## src/rtl/thfp_pkg.sv

```systemverilog
// ----------------------------------------------------------------------------
// thfp_pkg
// Shared types and constants for the header-transport frame parser.
// ----------------------------------------------------------------------------
`default_nettype none

package thfp_pkg;

    localparam int unsigned FIXED_LEN      = 14;
    localparam int unsigned FIXED_NO_LEN   = 10;
    localparam int unsigned MIN_FRAME      = 14;
    localparam int unsigned MAX_HDR_BYTES  = 65536;
    localparam int unsigned VARINT_MAX     = 5;
    localparam int unsigned RES_DEPTH      = 4;
    localparam int unsigned CFG_IDX_W      = 1;

    localparam logic [30:0] MAX_FRAME_RESET = 31'd5242880;
    localparam logic [15:0] MAGIC_RESET     = 16'd4095;

    localparam logic [CFG_IDX_W-1:0] CFG_MAX_FRAME = 1'd0;
    localparam logic [CFG_IDX_W-1:0] CFG_MAGIC     = 1'd1;

    typedef enum logic [2:0] {
        KIND_KEY  = 3'd0,
        KIND_VAL  = 3'd1,
        KIND_PAIR = 3'd2,
        KIND_INFO = 3'd3,
        KIND_PAY  = 3'd4,
        KIND_ERR  = 3'd5
    } kind_t;

    typedef enum logic [3:0] {
        ERR_FRAME_SIZE   = 4'd0,
        ERR_MAGIC        = 4'd1,
        ERR_HDR_SIZE     = 4'd2,
        ERR_HDR_SMALL    = 4'd3,
        ERR_VARINT_LONG  = 4'd4,
        ERR_EXCEEDS_I16  = 4'd5,
        ERR_PROTOCOL     = 4'd6,
        ERR_XFORM_COUNT  = 4'd7,
        ERR_HDR_COUNT    = 4'd8,
        ERR_HDR_VS_FRAME = 4'd9,
        ERR_NEG_STRLEN   = 4'd10
    } err_code_t;

    typedef struct packed {
        kind_t              kind;
        logic [7:0]         out_byte;
        logic               string_last;
        logic signed [31:0] sequence_id;
        logic [30:0]        payload_size;
        logic               protocol;
        logic               transform_unknown;
        logic signed [31:0] transform_id;
        logic [3:0]         error_code;
    } result_t;

endpackage

`default_nettype wire

```

## src/rtl/thfp_in_if.sv

```systemverilog
// ----------------------------------------------------------------------------
// thfp_in_if
// Byte stream channel into the parser.
// ----------------------------------------------------------------------------
`default_nettype none

interface thfp_in_if import thfp_pkg::*; ();
    logic       valid;
    logic       ready;
    logic [7:0] data_byte;

    modport source (output valid, output data_byte, input ready);
    modport sink   (input valid, input data_byte, output ready);
endinterface

`default_nettype wire

```

## src/rtl/thfp_out_if.sv

```systemverilog
// ----------------------------------------------------------------------------
// thfp_out_if
// Result channel out of the parser.
// ----------------------------------------------------------------------------
`default_nettype none

interface thfp_out_if import thfp_pkg::*; ();
    logic               valid;
    logic               ready;
    logic [2:0]         kind;
    logic [7:0]         out_byte;
    logic               string_last;
    logic signed [31:0] sequence_id;
    logic [30:0]        payload_size;
    logic               protocol;
    logic               transform_unknown;
    logic signed [31:0] transform_id;
    logic [3:0]         error_code;

    modport source (output valid, output kind, output out_byte, output string_last,
                    output sequence_id, output payload_size, output protocol,
                    output transform_unknown, output transform_id, output error_code,
                    input ready);
    modport sink   (input valid, input kind, input out_byte, input string_last,
                    input sequence_id, input payload_size, input protocol,
                    input transform_unknown, input transform_id, input error_code,
                    output ready);
endinterface

`default_nettype wire

```

## src/rtl/thfp_cfg_if.sv

```systemverilog
// ----------------------------------------------------------------------------
// thfp_cfg_if
// Configuration register write channel.
// ----------------------------------------------------------------------------
`default_nettype none

interface thfp_cfg_if import thfp_pkg::*; ();
    logic                 valid;
    logic                 ready;
    logic [CFG_IDX_W-1:0] index;
    logic [31:0]          data;

    modport source (output valid, output index, output data, input ready);
    modport sink   (input valid, input index, input data, output ready);
endinterface

`default_nettype wire

```

## src/rtl/thfp_result_fifo.sv

```systemverilog
// ----------------------------------------------------------------------------
// thfp_result_fifo
// Small result queue that takes up to two items per cycle and gives one.
// ----------------------------------------------------------------------------
`default_nettype none

module thfp_result_fifo import thfp_pkg::*; (
    input  logic      clk,
    input  logic      rst_n,
    input  logic [1:0] push_cnt,
    input  result_t   push0,
    input  result_t   push1,
    input  logic      pop,
    output logic      head_valid,
    output result_t   head,
    output logic      room_for_two
);

    localparam int unsigned PTR_W = $clog2(RES_DEPTH);

    result_t             mem_reg [RES_DEPTH];
    logic [PTR_W-1:0]    wr_ptr_reg;
    logic [PTR_W-1:0]    rd_ptr_reg;
    logic [PTR_W:0]      count_reg;
    logic                do_pop;

    assign head_valid   = (count_reg != '0);
    assign head         = mem_reg[rd_ptr_reg];
    assign do_pop       = pop && head_valid;
    assign room_for_two = (count_reg <= (PTR_W+1)'(RES_DEPTH - 2));

    always_ff @(posedge clk)
    begin
        if (push_cnt != 2'd0)
        begin
            mem_reg[wr_ptr_reg] <= push0;
        end
        if (push_cnt == 2'd2)
        begin
            mem_reg[wr_ptr_reg + PTR_W'(1)] <= push1;
        end
    end

    always_ff @(posedge clk or negedge rst_n)
    begin
        if (!rst_n)
        begin
            wr_ptr_reg <= '0;
            rd_ptr_reg <= '0;
            count_reg  <= '0;
        end
        else
        begin
            wr_ptr_reg <= wr_ptr_reg + PTR_W'(push_cnt);
            if (do_pop)
            begin
                rd_ptr_reg <= rd_ptr_reg + PTR_W'(1);
            end
            count_reg <= count_reg + (PTR_W+1)'(push_cnt) - (PTR_W+1)'(do_pop);
        end
    end

endmodule

`default_nettype wire

```

## src/rtl/thrift_header_frame_parser_top.sv

```systemverilog
// ----------------------------------------------------------------------------
// thrift_header_frame_parser_top
// Header-transport frame parser: one stream byte in, key/value/payload bytes,
// pair ends, frame info and errors out.
// ----------------------------------------------------------------------------
//
//  Channel     Direction  Payload
//  data_in     in         data_byte (8)
//  result_out  out        kind, out_byte, string_last, sequence_id,
//                         payload_size, protocol, transform_unknown,
//                         transform_id, error_code
//  cfg         in         index (1), data (32): 0 max_frame_size, 1 magic_word
//
// One byte is accepted per cycle. Each byte is parsed in the cycle it is
// accepted and its zero, one or two result items land in a four-entry queue.
// The input stalls only when the queue has fewer than two free entries, so
// the rate is one byte per cycle as long as the result side keeps draining.
// Reset clears the parse state and loads the register defaults.
// ----------------------------------------------------------------------------
`default_nettype none

module thrift_header_frame_parser_top import thfp_pkg::*; (
    input  logic        clk,
    input  logic        rst_n,
    thfp_in_if.sink     data_in,
    thfp_out_if.source  result_out,
    thfp_cfg_if.sink    cfg
);

    typedef enum logic [3:0] {
        PH_FIXED, PH_PROTO, PH_NXFORM, PH_XFORM_ID, PH_INFO_ID, PH_HCOUNT,
        PH_KEYLEN, PH_KEY, PH_VALLEN, PH_VAL, PH_SKIP, PH_PAYLOAD
    } phase_t;

    // What must happen after the byte's own work, resolved in model order.
    typedef enum logic [2:0] {
        CT_NONE, CT_START, CT_FINISH, CT_SKIP, CT_BEGIN_INFO, CT_NEXT_PAIR,
        CT_PAIR_DONE
    } cont_t;

    // Configuration registers.
    logic [30:0] max_frame_reg;
    logic [15:0] magic_reg;

    // Parse state.
    phase_t      phase_reg,   phase_next;
    logic [3:0]  fcnt_reg,    fcnt_next;
    logic [31:0] flen_reg,    flen_next;
    logic [15:0] mshift_reg,  mshift_next;
    logic [31:0] seq_reg,     seq_next;
    logic [16:0] hdr_reg,     hdr_next;
    logic [31:0] vacc_reg,    vacc_next;
    logic [2:0]  vbytes_reg,  vbytes_next;
    logic [31:0] items_reg,   items_next;
    logic [14:0] str_reg,     str_next;
    logic        proto_reg,   proto_next;
    logic        xseen_reg,   xseen_next;
    logic [31:0] xval_reg,    xval_next;
    logic [30:0] pay_reg,     pay_next;
    logic        err_reg,     err_next;

    logic        accept;
    logic        emit_data;
    logic        emit_tail;
    result_t     data_res;
    result_t     tail_res;
    logic [1:0]  push_cnt;
    result_t     push0;
    result_t     push1;
    logic        head_valid;
    result_t     head;
    logic        room_for_two;

    assign data_in.ready = room_for_two;
    assign accept        = data_in.valid && data_in.ready;
    assign cfg.ready     = 1'b1;

    always_ff @(posedge clk or negedge rst_n)
    begin
        if (!rst_n)
        begin
            max_frame_reg <= MAX_FRAME_RESET;
            magic_reg     <= MAGIC_RESET;
        end
        else if (cfg.valid)
        begin
            case (cfg.index)
                CFG_MAX_FRAME: max_frame_reg <= cfg.data[30:0];
                CFG_MAGIC:     magic_reg     <= cfg.data[15:0];
                default:       ;
            endcase
        end
    end

    // The whole byte step. Blocking assignments follow the order in which the
    // stream format is defined; the tail slot holds a pair end, frame info or
    // error, and a later frame info or error replaces a pending pair end.
    always_comb
    begin
        logic [7:0]  b;
        logic [3:0]  c;
        logic [31:0] v;
        logic        gt16;
        cont_t       cont;
        phase_t      start_ph;
        logic [16:0] hs;

        b = data_in.data_byte;
        c = fcnt_reg;
        v = '0;
        gt16 = 1'b0;
        cont = CT_NONE;
        start_ph = PH_PROTO;
        hs = '0;

        phase_next  = phase_reg;
        fcnt_next   = fcnt_reg;
        flen_next   = flen_reg;
        mshift_next = mshift_reg;
        seq_next    = seq_reg;
        hdr_next    = hdr_reg;
        vacc_next   = vacc_reg;
        vbytes_next = vbytes_reg;
        items_next  = items_reg;
        str_next    = str_reg;
        proto_next  = proto_reg;
        xseen_next  = xseen_reg;
        xval_next   = xval_reg;
        pay_next    = pay_reg;
        err_next    = err_reg;

        emit_data = 1'b0;
        emit_tail = 1'b0;
        data_res  = '0;
        tail_res  = '0;

        if (accept && !err_reg)
        begin
            case (phase_reg)
                PH_PROTO, PH_NXFORM, PH_XFORM_ID, PH_INFO_ID, PH_HCOUNT,
                PH_KEYLEN, PH_VALLEN:
                begin
                    if (hdr_reg != '0)
                    begin
                        hdr_next = hdr_reg - 17'd1;
                    end
                    case (vbytes_reg)
                        3'd0:    vacc_next = vacc_reg | {25'd0, b[6:0]};
                        3'd1:    vacc_next = vacc_reg | {18'd0, b[6:0], 7'd0};
                        3'd2:    vacc_next = vacc_reg | {11'd0, b[6:0], 14'd0};
                        3'd3:    vacc_next = vacc_reg | {4'd0, b[6:0], 21'd0};
                        3'd4:    vacc_next = vacc_reg | {b[3:0], 28'd0};
                        default: vacc_next = vacc_reg;
                    endcase
                    vbytes_next = vbytes_reg + 3'd1;
                    v = vacc_next;
                    gt16 = !v[31] && (v[30:15] != '0);
                    if (b[7])
                    begin
                        if (vbytes_next >= 3'(VARINT_MAX))
                        begin
                            err_next = 1'b1;
                            emit_tail = 1'b1;
                            tail_res.kind = KIND_ERR;
                            tail_res.error_code = ERR_VARINT_LONG;
                        end
                        else if (hdr_next == '0)
                        begin
                            err_next = 1'b1;
                            emit_tail = 1'b1;
                            tail_res.kind = KIND_ERR;
                            tail_res.error_code = ERR_HDR_SMALL;
                        end
                    end
                    else
                    begin
                        case (phase_reg)
                            PH_PROTO:
                            begin
                                if (gt16)
                                begin
                                    err_next = 1'b1;
                                    emit_tail = 1'b1;
                                    tail_res.kind = KIND_ERR;
                                    tail_res.error_code = ERR_EXCEEDS_I16;
                                end
                                else if (v[15:0] == 16'd0 || v[15:0] == 16'd2)
                                begin
                                    proto_next = v[1];
                                    cont = CT_START;
                                    start_ph = PH_NXFORM;
                                end
                                else
                                begin
                                    err_next = 1'b1;
                                    emit_tail = 1'b1;
                                    tail_res.kind = KIND_ERR;
                                    tail_res.error_code = ERR_PROTOCOL;
                                end
                            end
                            PH_NXFORM:
                            begin
                                if (gt16)
                                begin
                                    err_next = 1'b1;
                                    emit_tail = 1'b1;
                                    tail_res.kind = KIND_ERR;
                                    tail_res.error_code = ERR_EXCEEDS_I16;
                                end
                                else if (v[15])
                                begin
                                    err_next = 1'b1;
                                    emit_tail = 1'b1;
                                    tail_res.kind = KIND_ERR;
                                    tail_res.error_code = ERR_XFORM_COUNT;
                                end
                                else if (v[14:0] != '0)
                                begin
                                    cont = CT_START;
                                    start_ph = PH_XFORM_ID;
                                end
                                else
                                begin
                                    cont = CT_BEGIN_INFO;
                                end
                            end
                            PH_XFORM_ID:
                            begin
                                xseen_next = 1'b1;
                                xval_next = v;
                                cont = CT_SKIP;
                            end
                            PH_INFO_ID:
                            begin
                                if (v != 32'd1)
                                begin
                                    cont = CT_SKIP;
                                end
                                else
                                begin
                                    cont = CT_START;
                                    start_ph = PH_HCOUNT;
                                end
                            end
                            PH_HCOUNT:
                            begin
                                if (v[31])
                                begin
                                    err_next = 1'b1;
                                    emit_tail = 1'b1;
                                    tail_res.kind = KIND_ERR;
                                    tail_res.error_code = ERR_HDR_COUNT;
                                end
                                else
                                begin
                                    items_next = v;
                                    cont = CT_NEXT_PAIR;
                                end
                            end
                            default:
                            begin
                                // Key or value length.
                                if (gt16)
                                begin
                                    err_next = 1'b1;
                                    emit_tail = 1'b1;
                                    tail_res.kind = KIND_ERR;
                                    tail_res.error_code = ERR_EXCEEDS_I16;
                                end
                                else if (v[15])
                                begin
                                    err_next = 1'b1;
                                    emit_tail = 1'b1;
                                    tail_res.kind = KIND_ERR;
                                    tail_res.error_code = ERR_NEG_STRLEN;
                                end
                                else if ({2'd0, v[14:0]} > hdr_next)
                                begin
                                    err_next = 1'b1;
                                    emit_tail = 1'b1;
                                    tail_res.kind = KIND_ERR;
                                    tail_res.error_code = ERR_HDR_SMALL;
                                end
                                else if (v[14:0] == '0)
                                begin
                                    if (phase_reg == PH_KEYLEN)
                                    begin
                                        cont = CT_START;
                                        start_ph = PH_VALLEN;
                                    end
                                    else
                                    begin
                                        cont = CT_PAIR_DONE;
                                    end
                                end
                                else
                                begin
                                    str_next = v[14:0];
                                    phase_next = (phase_reg == PH_KEYLEN) ? PH_KEY : PH_VAL;
                                end
                            end
                        endcase
                    end
                end
                PH_KEY, PH_VAL:
                begin
                    if (hdr_reg != '0)
                    begin
                        hdr_next = hdr_reg - 17'd1;
                    end
                    if (str_reg != '0)
                    begin
                        str_next = str_reg - 15'd1;
                    end
                    emit_data = 1'b1;
                    data_res.kind = (phase_reg == PH_KEY) ? KIND_KEY : KIND_VAL;
                    data_res.out_byte = b;
                    data_res.string_last = (str_next == '0);
                    if (str_next == '0)
                    begin
                        if (phase_reg == PH_KEY)
                        begin
                            cont = CT_START;
                            start_ph = PH_VALLEN;
                        end
                        else
                        begin
                            cont = CT_PAIR_DONE;
                        end
                    end
                end
                PH_SKIP:
                begin
                    if (hdr_reg != '0)
                    begin
                        hdr_next = hdr_reg - 17'd1;
                    end
                    if (hdr_next == '0)
                    begin
                        cont = CT_FINISH;
                    end
                end
                PH_PAYLOAD:
                begin
                    if (pay_reg != '0)
                    begin
                        pay_next = pay_reg - 31'd1;
                    end
                    emit_data = 1'b1;
                    data_res.kind = KIND_PAY;
                    data_res.out_byte = b;
                    data_res.string_last = (pay_next == '0);
                    if (pay_next == '0)
                    begin
                        phase_next = PH_FIXED;
                        fcnt_next = '0;
                    end
                end
                default:
                begin
                    // Fixed preamble: size, magic, flags, sequence id, header words.
                    fcnt_next = c + 4'd1;
                    if (c < 4'd4)
                    begin
                        flen_next = {flen_reg[23:0], b};
                        if (c == 4'd3 && (flen_next[31] || flen_next < 32'(MIN_FRAME) ||
                                          flen_next > {1'b0, max_frame_reg}))
                        begin
                            err_next = 1'b1;
                            emit_tail = 1'b1;
                            tail_res.kind = KIND_ERR;
                            tail_res.error_code = ERR_FRAME_SIZE;
                        end
                    end
                    else if (c < 4'd6)
                    begin
                        mshift_next = {mshift_reg[7:0], b};
                        if (c == 4'd5 && mshift_next != magic_reg)
                        begin
                            err_next = 1'b1;
                            emit_tail = 1'b1;
                            tail_res.kind = KIND_ERR;
                            tail_res.error_code = ERR_MAGIC;
                        end
                    end
                    else if (c < 4'd8)
                    begin
                        // Flag bytes carry nothing the parser needs.
                    end
                    else if (c < 4'd12)
                    begin
                        seq_next = {seq_reg[23:0], b};
                    end
                    else
                    begin
                        mshift_next = {mshift_reg[7:0], b};
                        if (c == 4'(FIXED_LEN - 1))
                        begin
                            fcnt_next = '0;
                            hs = {mshift_next[14:0], 2'b00};
                            err_next = 1'b1;
                            emit_tail = 1'b1;
                            tail_res.kind = KIND_ERR;
                            if (mshift_next[15] || hs > 17'(MAX_HDR_BYTES))
                            begin
                                tail_res.error_code = ERR_HDR_SIZE;
                            end
                            else if (hs == '0)
                            begin
                                tail_res.error_code = ERR_HDR_SMALL;
                            end
                            else if ({15'd0, hs} > flen_reg - 32'(FIXED_NO_LEN))
                            begin
                                tail_res.error_code = ERR_HDR_VS_FRAME;
                            end
                            else
                            begin
                                err_next = 1'b0;
                                emit_tail = 1'b0;
                                tail_res = '0;
                                hdr_next = hs;
                                pay_next = 31'(flen_reg - 32'(FIXED_NO_LEN) - {15'd0, hs});
                                cont = CT_START;
                                start_ph = PH_PROTO;
                            end
                        end
                    end
                end
            endcase

            // Follow-on steps, in the order the format nests them.
            if (cont == CT_PAIR_DONE)
            begin
                emit_tail = 1'b1;
                tail_res = '0;
                tail_res.kind = KIND_PAIR;
                items_next = items_next - 32'd1;
                cont = CT_NEXT_PAIR;
            end
            if (cont == CT_NEXT_PAIR)
            begin
                if (items_next == '0)
                begin
                    cont = CT_BEGIN_INFO;
                end
                else
                begin
                    cont = CT_START;
                    start_ph = PH_KEYLEN;
                end
            end
            if (cont == CT_BEGIN_INFO)
            begin
                if (hdr_next == '0)
                begin
                    cont = CT_FINISH;
                end
                else
                begin
                    cont = CT_START;
                    start_ph = PH_INFO_ID;
                end
            end
            if (cont == CT_SKIP)
            begin
                if (hdr_next == '0)
                begin
                    cont = CT_FINISH;
                end
                else
                begin
                    phase_next = PH_SKIP;
                end
            end
            if (cont == CT_START)
            begin
                phase_next = start_ph;
                vacc_next = '0;
                vbytes_next = '0;
                if (hdr_next == '0)
                begin
                    err_next = 1'b1;
                    emit_tail = 1'b1;
                    tail_res = '0;
                    tail_res.kind = KIND_ERR;
                    tail_res.error_code = ERR_HDR_SMALL;
                end
            end
            if (cont == CT_FINISH)
            begin
                emit_tail = 1'b1;
                tail_res = '0;
                tail_res.kind = KIND_INFO;
                tail_res.sequence_id = seq_next;
                tail_res.payload_size = pay_next;
                tail_res.protocol = proto_next;
                tail_res.transform_unknown = xseen_next;
                tail_res.transform_id = xseen_next ? xval_next : '0;
                xseen_next = 1'b0;
                xval_next = '0;
                if (pay_next == '0)
                begin
                    phase_next = PH_FIXED;
                    fcnt_next = '0;
                end
                else
                begin
                    phase_next = PH_PAYLOAD;
                end
            end
        end
    end

    always_ff @(posedge clk or negedge rst_n)
    begin
        if (!rst_n)
        begin
            phase_reg  <= PH_FIXED;
            fcnt_reg   <= '0;
            flen_reg   <= '0;
            mshift_reg <= '0;
            seq_reg    <= '0;
            hdr_reg    <= '0;
            vacc_reg   <= '0;
            vbytes_reg <= '0;
            items_reg  <= '0;
            str_reg    <= '0;
            proto_reg  <= 1'b0;
            xseen_reg  <= 1'b0;
            xval_reg   <= '0;
            pay_reg    <= '0;
            err_reg    <= 1'b0;
        end
        else
        begin
            phase_reg  <= phase_next;
            fcnt_reg   <= fcnt_next;
            flen_reg   <= flen_next;
            mshift_reg <= mshift_next;
            seq_reg    <= seq_next;
            hdr_reg    <= hdr_next;
            vacc_reg   <= vacc_next;
            vbytes_reg <= vbytes_next;
            items_reg  <= items_next;
            str_reg    <= str_next;
            proto_reg  <= proto_next;
            xseen_reg  <= xseen_next;
            xval_reg   <= xval_next;
            pay_reg    <= pay_next;
            err_reg    <= err_next;
        end
    end

    // A data byte always comes first; the tail item follows it.
    always_comb
    begin
        push_cnt = 2'(emit_data) + 2'(emit_tail);
        push0 = emit_data ? data_res : tail_res;
        push1 = tail_res;
    end

    thfp_result_fifo u_result_fifo (
        .clk          (clk),
        .rst_n        (rst_n),
        .push_cnt     (push_cnt),
        .push0        (push0),
        .push1        (push1),
        .pop          (result_out.ready),
        .head_valid   (head_valid),
        .head         (head),
        .room_for_two (room_for_two)
    );

    assign result_out.valid             = head_valid;
    assign result_out.kind              = head.kind;
    assign result_out.out_byte          = head.out_byte;
    assign result_out.string_last       = head.string_last;
    assign result_out.sequence_id       = head.sequence_id;
    assign result_out.payload_size      = head.payload_size;
    assign result_out.protocol          = head.protocol;
    assign result_out.transform_unknown = head.transform_unknown;
    assign result_out.transform_id      = head.transform_id;
    assign result_out.error_code        = head.error_code;

endmodule

`default_nettype wire
```

## src/flat_wrapper.sv

```systemverilog
// flat-port wrapper written by rule: the top's interface ports become plain ports
module thrift_header_frame_parser_top_flat import thfp_pkg::*;
  (clk, rst_n, data_in_valid, data_in_data_byte, data_in_ready, result_out_valid, result_out_kind, result_out_out_byte, result_out_string_last, result_out_sequence_id, result_out_payload_size, result_out_protocol, result_out_transform_unknown, result_out_transform_id, result_out_error_code, result_out_ready, cfg_valid, cfg_index, cfg_data, cfg_ready);
  thfp_in_if data_in_i ();
  thfp_out_if result_out_i ();
  thfp_cfg_if cfg_i ();
  input  logic clk;
  input  logic rst_n;
  input wire logic [$bits(data_in_i.valid)-1:0] data_in_valid;
  input wire logic [$bits(data_in_i.data_byte)-1:0] data_in_data_byte;
  output wire logic [$bits(data_in_i.ready)-1:0] data_in_ready;
  output wire logic [$bits(result_out_i.valid)-1:0] result_out_valid;
  output wire logic [$bits(result_out_i.kind)-1:0] result_out_kind;
  output wire logic [$bits(result_out_i.out_byte)-1:0] result_out_out_byte;
  output wire logic [$bits(result_out_i.string_last)-1:0] result_out_string_last;
  output wire logic [$bits(result_out_i.sequence_id)-1:0] result_out_sequence_id;
  output wire logic [$bits(result_out_i.payload_size)-1:0] result_out_payload_size;
  output wire logic [$bits(result_out_i.protocol)-1:0] result_out_protocol;
  output wire logic [$bits(result_out_i.transform_unknown)-1:0] result_out_transform_unknown;
  output wire logic [$bits(result_out_i.transform_id)-1:0] result_out_transform_id;
  output wire logic [$bits(result_out_i.error_code)-1:0] result_out_error_code;
  input wire logic [$bits(result_out_i.ready)-1:0] result_out_ready;
  input wire logic [$bits(cfg_i.valid)-1:0] cfg_valid;
  input wire logic [$bits(cfg_i.index)-1:0] cfg_index;
  input wire logic [$bits(cfg_i.data)-1:0] cfg_data;
  output wire logic [$bits(cfg_i.ready)-1:0] cfg_ready;
  assign data_in_i.valid = data_in_valid;
  assign data_in_i.data_byte = data_in_data_byte;
  assign data_in_ready = data_in_i.ready;
  assign result_out_valid = result_out_i.valid;
  assign result_out_kind = result_out_i.kind;
  assign result_out_out_byte = result_out_i.out_byte;
  assign result_out_string_last = result_out_i.string_last;
  assign result_out_sequence_id = result_out_i.sequence_id;
  assign result_out_payload_size = result_out_i.payload_size;
  assign result_out_protocol = result_out_i.protocol;
  assign result_out_transform_unknown = result_out_i.transform_unknown;
  assign result_out_transform_id = result_out_i.transform_id;
  assign result_out_error_code = result_out_i.error_code;
  assign result_out_i.ready = result_out_ready;
  assign cfg_i.valid = cfg_valid;
  assign cfg_i.index = cfg_index;
  assign cfg_i.data = cfg_data;
  assign cfg_ready = cfg_i.ready;
  thrift_header_frame_parser_top u_core (.clk(clk), .rst_n(rst_n), .data_in(data_in_i), .result_out(result_out_i), .cfg(cfg_i));
endmodule
```

## config.mk

```make
export PLATFORM = sky130hd
export DESIGN_NAME = thrift_header_frame_parser_top_flat
export DESIGN_NICKNAME = d
export VERILOG_FILES = /design/src/rtl/thfp_pkg.sv /design/src/rtl/thfp_in_if.sv /design/src/rtl/thfp_out_if.sv /design/src/rtl/thfp_cfg_if.sv /design/src/rtl/thfp_result_fifo.sv /design/src/rtl/thrift_header_frame_parser_top.sv /design/src/flat_wrapper.sv
export SDC_FILE = /design/constraint.sdc
export NUM_CORES = 2
export LEC_CHECK = 0
export ABC_AREA = 1
export BUFFER_PORTS_ARGS = -buffer_cell sky130_fd_sc_hd__clkbuf_2
export CAP_MARGIN = 10
export CELL_PAD_IN_SITES_DETAIL_PLACEMENT = 1
export CELL_PAD_IN_SITES_GLOBAL_PLACEMENT = 2
export CORE_MARGIN = 5
export CORE_UTILIZATION = 39
export CTS_BUF_LIST = sky130_fd_sc_hd__clkbuf_4 sky130_fd_sc_hd__clkbuf_8
export DETAILED_ROUTE_END_ITERATION = 8
export PLACE_DENSITY = 0.87
export SETUP_SLACK_MARGIN = 0.2
export SYNTH_ARGS = -nofsm -noshare
export SYNTH_HDL_FRONTEND = slang
export SYNTH_SLANG_ARGS = --single-unit
```

## constraint.sdc

```tcl
create_clock -name clk -period 14 [get_ports clk]
set_clock_uncertainty 0.2 [all_clocks]
set_input_delay 1.4 -clock clk [delete_from_list [all_inputs] [get_ports clk]]
set_output_delay 1.4 -clock clk [all_outputs]
set_load 0.005 [all_outputs]
```

* Word-level counts from Yosys, hierarchy flattened
Memories as Yosys holds them, arrays and structs flattened.
Cells that the tools add are included.
** Word-level totals
- Output and inout port bits :: 116
- Input port bits :: 46
- Register bits :: 299
- Memories :: 1
- Bits in latches :: 0
- ROM bits :: 0
- Logic and storage cells :: 403
- Memory bits (writable) :: 452
** Cells by class
- Multipliers :: 0
- Bitwise logic cells :: 8
- Div/mod/pow operators :: 0
- Magnitude comparators :: 11
- $add $sub $neg :: 14
- Multiplexer cells :: 266
- Equality and inequality tests :: 36
- Shift-type cells :: 0
- Reduce and logical (&&, ||, !) cells :: 47
** Memory list
- u_core.u_result_fifo.mem_reg :: words 4, width 113, rd ports 1, clocked after memory_dff 0, write ports 2, line thfp_result_fifo.sv:21 : result_t mem_reg [RES_DEPTH];
** Operator list (count)
- $mux W113 :: 9
- $mux W32 :: 21
- $mux W31 :: 12
- $mux W109 :: 3
- $mux W106 :: 3
- $mux W17 :: 14
- $mux W4 :: 48
- $pmux W32 S5 :: 1
- $mux W3 :: 51
- $mux W15 :: 9
- $pmux W17 S4 :: 1
- $mux W1 :: 66
- $logic_not A31 Y1 :: 2
- $pmux W31 S2 :: 1
- $logic_not A17 Y1 :: 3
- $logic_not A15 Y1 :: 3
- $gt A17 B32 Y1 :: 1
- $gt A32 B31 Y1 :: 1
- $logic_not A32 Y1 :: 1
- $lt A32 B4 Y1 const B :: 1
- $ne A32 B1 Y1 const B :: 1
- $or A32 B14 Y32 :: 1
- $or A32 B21 Y32 :: 1
- $or A32 B28 Y32 :: 1
- other kinds (68) :: 127

* Depth between registers and ports, before layout
- Word-level depth :: 34
- Depth in mapped cells :: 50
- Gate-level depth less buffers :: 47

* By module
A second synthesis with hierarchy kept.
** Second synthesis, totals
- Cells, all modules :: 6429
- Area, all modules :: 46915.0 um^2
** By module, submodules not included
- thfp_result_fifo :: cells an instance 2992, instances 1, area each 24289.5 um^2, sequential area each 13748.2 um^2
- thrift_header_frame_parser_top :: cells an instance 3437, instances 1, area each 22625.4 um^2, sequential area each 7324.5 um^2

* Worst setup path before layout
OpenSTA, ideal clock, no wires.
- Kind :: input-to-reg
- From :: in data_in_data_byte[1]
- To :: mem u_core.u_result_fifo.mem_reg[0][100] (netlist name), data pin
- Required time :: 13.660 ns
- Path slack :: 3.561 ns
- Data arrival time :: 10.100 ns
- Cell stages on the path :: 42
- Path buffers :: 6
- Library setup time :: 0.140 ns
- Path through :: buf_2 -> inv_2 -> o21ai_0 -> ha_1 -> nand2_1 -> inv_1 -> nand3_1 -> nor3_1 -> nand3_1 -> nand3_1 -> nor2_1 -> nor2_1 -> nand2_1 -> nand2_1 -> a21oi_1 -> inv_2 -> nand3_2 -> buf_2 -> [... 6 more ...] -> nand2_1 -> o21ai_2 -> nand3_2 -> nand3_2 -> nand2_4 -> clkbuf_1 -> nand3_2 -> o21ai_1 -> inv_1 -> ha_1 -> inv_1 -> nor3_1 -> or2_2 -> clkbuf_1 -> o21ai_1 -> clkbuf_1 -> clkbuf_1 -> nor2_1
** RTL lines
- from (decl) :: line flat_wrapper.sv:10 : input wire logic [$bits(data_in_i.data_byte)-1:0] data_in_data_byte;
- to (decl) :: line thfp_result_fifo.sv:21

==> impl_metrics.ini <==
[synthesis]
synth_edf_count = 416
synth_common_cells = nor2_1 (970), nand2_1 (935), o21ai_0 (569)
syn_avg_cell_area_um2 = 8.12
synth_top_area_frac = 0.303
post-synth-top-count-cell = nor2_1
ys_types = 64
synth.mux.area_fraction = 0
syn_inst = 5087
yosys_warnings = 0
yosysSeqAreaShare = 0.502
yosys.area_share.adder = 0.0298
synth_xor_area_frac = 0.0206
synth-simple-area-share = 0.224
yosys-top-cells-area = edfxtp_1 (30%), dfrtp_1 (17%), nor2_1 (8.8%)
syn_nets = 5230
synth-seq-cells = 751
async_reset_ff_frac = 0.398
yosys_most_used_dff = edfxtp_1
yosysTopAreaCell = edfxtp_1
synth_top_family_by_area = simple AND/OR/NAND/NOR gates
synth-compound-area-share = 0.149
synth_area_um2 = 41300

[sta]
hold_viol_final = 0
setup_viol_count_final = 0
timing.slew.headroom = 0.196
fmax_mhz = 88.7
min_period_ns = 11.27
post-route-period-util = 0.805
drv_slew = 0
fin_hold_ws_ns = 0.273
rsz0062_at_grt = false
fin_setup_tns_ns = 0
tightest_slew_ns = 1.21

[routing]
dr.pass1.iters = 7
viasPerCell = 5.47
wirelength_um = 144000
vias = 36550
drtIter0Drc = 2750
routedWlPerCell_um = 21.6
post-route-drc-count = 0
ant_nets = 0

[worst_setup_path]
arrival_ns = 11.51
slowest_stage = buf_4
crit_path_max_fanout = 71
r2r-end = u_core.u_result_fifo.mem_reg[1][14]
regToRegSetupSlack_ns = 2.73
cp_common_cell = nand2_1
crit_path_start_kind = flip-flop
cp-end-kind = flip-flop
crit_type = flip-flop to flip-flop
critical_path_required_ns = 14.24
max_stage_delay_ns = 0.98
r2r_cells = 40
rr_startpoint = u_core.flen_reg[1]

[die]
row_count = 119
chipHeight_um = 335
die_area_um2 = 112000
pin_count = 162
initial_utilization = 0.392
design.core.area_um2 = 105000
die_w_um = 335

[status]
outcome = finished, final reports clean

[final_layout]
fillers = 12717
stdcell_count = 6686
drive_gt1_frac = 0.105
largest_reg_flops = 452
syn_to_final_growth_pct = 11.8
fin_nets = 5321

[global_routing]
grt_pass1_vias = 37854
grt_max_degree = 135
grt-ovfl-total = 0
track_usage = 0.253
antenna_found_initial = 5
grt_pass1_wl_um = 222000

[place]
portBuffers = 159
placedCellCount = 6427
routabilityCongestion = 0.893
dpl.hpwl_um = 95100

[hold_path]
holdPathStages = 2
hp-class = flip-flop to flip-flop
hold_end = u_core.u_result_fifo.mem_reg[2][101]
hold_path.startpoint = u_core.u_result_fifo.mem_reg[2][101]

[power]
leakage_nw = 18.3
pwr_density_cell_nw_per_um2 = 124
peakVddDrop_mv = 0.118

[cts]
clkSlewWorstSetupHoldPaths_ns = 0.06
post_cts_buffers = 0
h-tree-depth = 4
holdBufCountCts = 0
numCtsBuffers = 138
cts_tree = built
cts-root-buf = clkbuf_8
insertion_delay_ns = 0.85
cts.sinks = 751
clk_path_buf_depth = 3
post_cts_resize_count = 0

[job]
maxCapViolCount = 0
[cells by family after synthesis]
logic type / after synthesis
XOR/XNOR: 97
AND/OR/NAND/NOR: 2258
buffers and inverters: 783
flip-flops: 751
AO/OA/AOI/OAI: 1100
other: 1
adder cells (fa/ha/maj): 97
[layout make-up]
| type | count | area, um2 | area share |
|---|---|---|---|
| tap | 1391 | 1740 | 0.0377 |
| timing repair buffer | 199 | 1130 | 0.0245 |
| antenna | 4 | 10.0 | 0.000217 |
| multi-input combinational | 3553 | 17600 | 0.381 |
| clock buffer | 206 | 2520 | 0.0545 |
| inverter | 535 | 2020 | 0.0437 |
| clock inverter | 47 | 442 | 0.00957 |
| sequential | 751 | 20700 | 0.449 |
[worst max path at each step]
stage                                     from                                    to  cells past startpoint
final                       u_core.flen_reg[1]   u_core.u_result_fifo.mem_reg[1][14]                     40
after global routing        u_core.flen_reg[1]    u_core.u_result_fifo.mem_reg[1][5]                     45
after CTS                   u_core.flen_reg[1]   u_core.u_result_fifo.mem_reg[1][26]                     45
after detailed placement  data_in_data_byte[5]   u_core.u_result_fifo.mem_reg[1][26]                     37
after global placement    data_in_data_byte[5]   u_core.u_result_fifo.mem_reg[1][12]                     33
after floorplan           data_in_data_byte[1]  u_core.u_result_fifo.mem_reg[0][100]                     42
[metrics by stage]
step	total power [W]	setup slack [ns]	cell area, um2	util
2_1_floorplan	0.00296	3.56	41300	-
3_3_place_gp	0.00345	2.68	43200	0.410
3_5_place_dp	0.00348	2.52	43200	0.410
4_1_cts	0.00576	2.72	46100	0.438
5_1_grt	0.00595	1.87	46100	0.438
6_report	0.00570	2.73	46200	0.438
[power by group]
group,leakage [nW],switching (W),internal [W],total [W]
registers,6.47,0.0000650,0.00235,0.00241
logic,10.2,0.000710,0.000297,0.00101
clock network,1.57,0.00102,0.00126,0.00228
total,18.3,0.00180,0.00390,0.00570
[cells in the final DEF, fill, tap and decap left out, types with 35 or more instances in the layout]
| cell type | instances |
|---|---|
| o21ai_0 | 569 |
| nor2_1 | 968 |
| inv_1 | 489 |
| a21oi_1 | 169 |
| clkbuf_4 | 51 |
| nand2_1 | 934 |
| ha_1 | 95 |
| edfxtp_1 | 416 |
| clkbuf_8 | 155 |
| dfrtp_1 | 283 |
| dfxtp_1 | 36 |
| nand3_1 | 136 |
| xor2_1 | 86 |
| clkbuf_2 | 158 |
| o22ai_1 | 191 |
| nor3_1 | 35 |
| buf_4 | 38 |
| nand4_1 | 66 |
[per-layer routing]
metal / up-vias / routed length (um) / part of all wire / GRT usage
met4: 0 / 3640 / 0.025 / 0.0723
met2: 1025 / 66800 / 0.46 / 0.414
li1: 17177 / - / - / -
met3: 222 / 9300 / 0.064 / 0.0460
met1: 18126 / 64600 / 0.45 / 0.345
met5: - / 0 / 0 / 0
[worst max-delay path, delay by kind of cell, from the launching register on]
kind	cells	cell delay (ns)
adders and majority gates	3	0.77
buffers and inverters	7	1.69
DFF	1	0.48
AOI/OAI and AO/OA	4	1.15
and+or+nand+nor	25	5.97
xor gates and xnor gates	1	0.37
No activity file was read; power rests on OpenSTA's default activity.
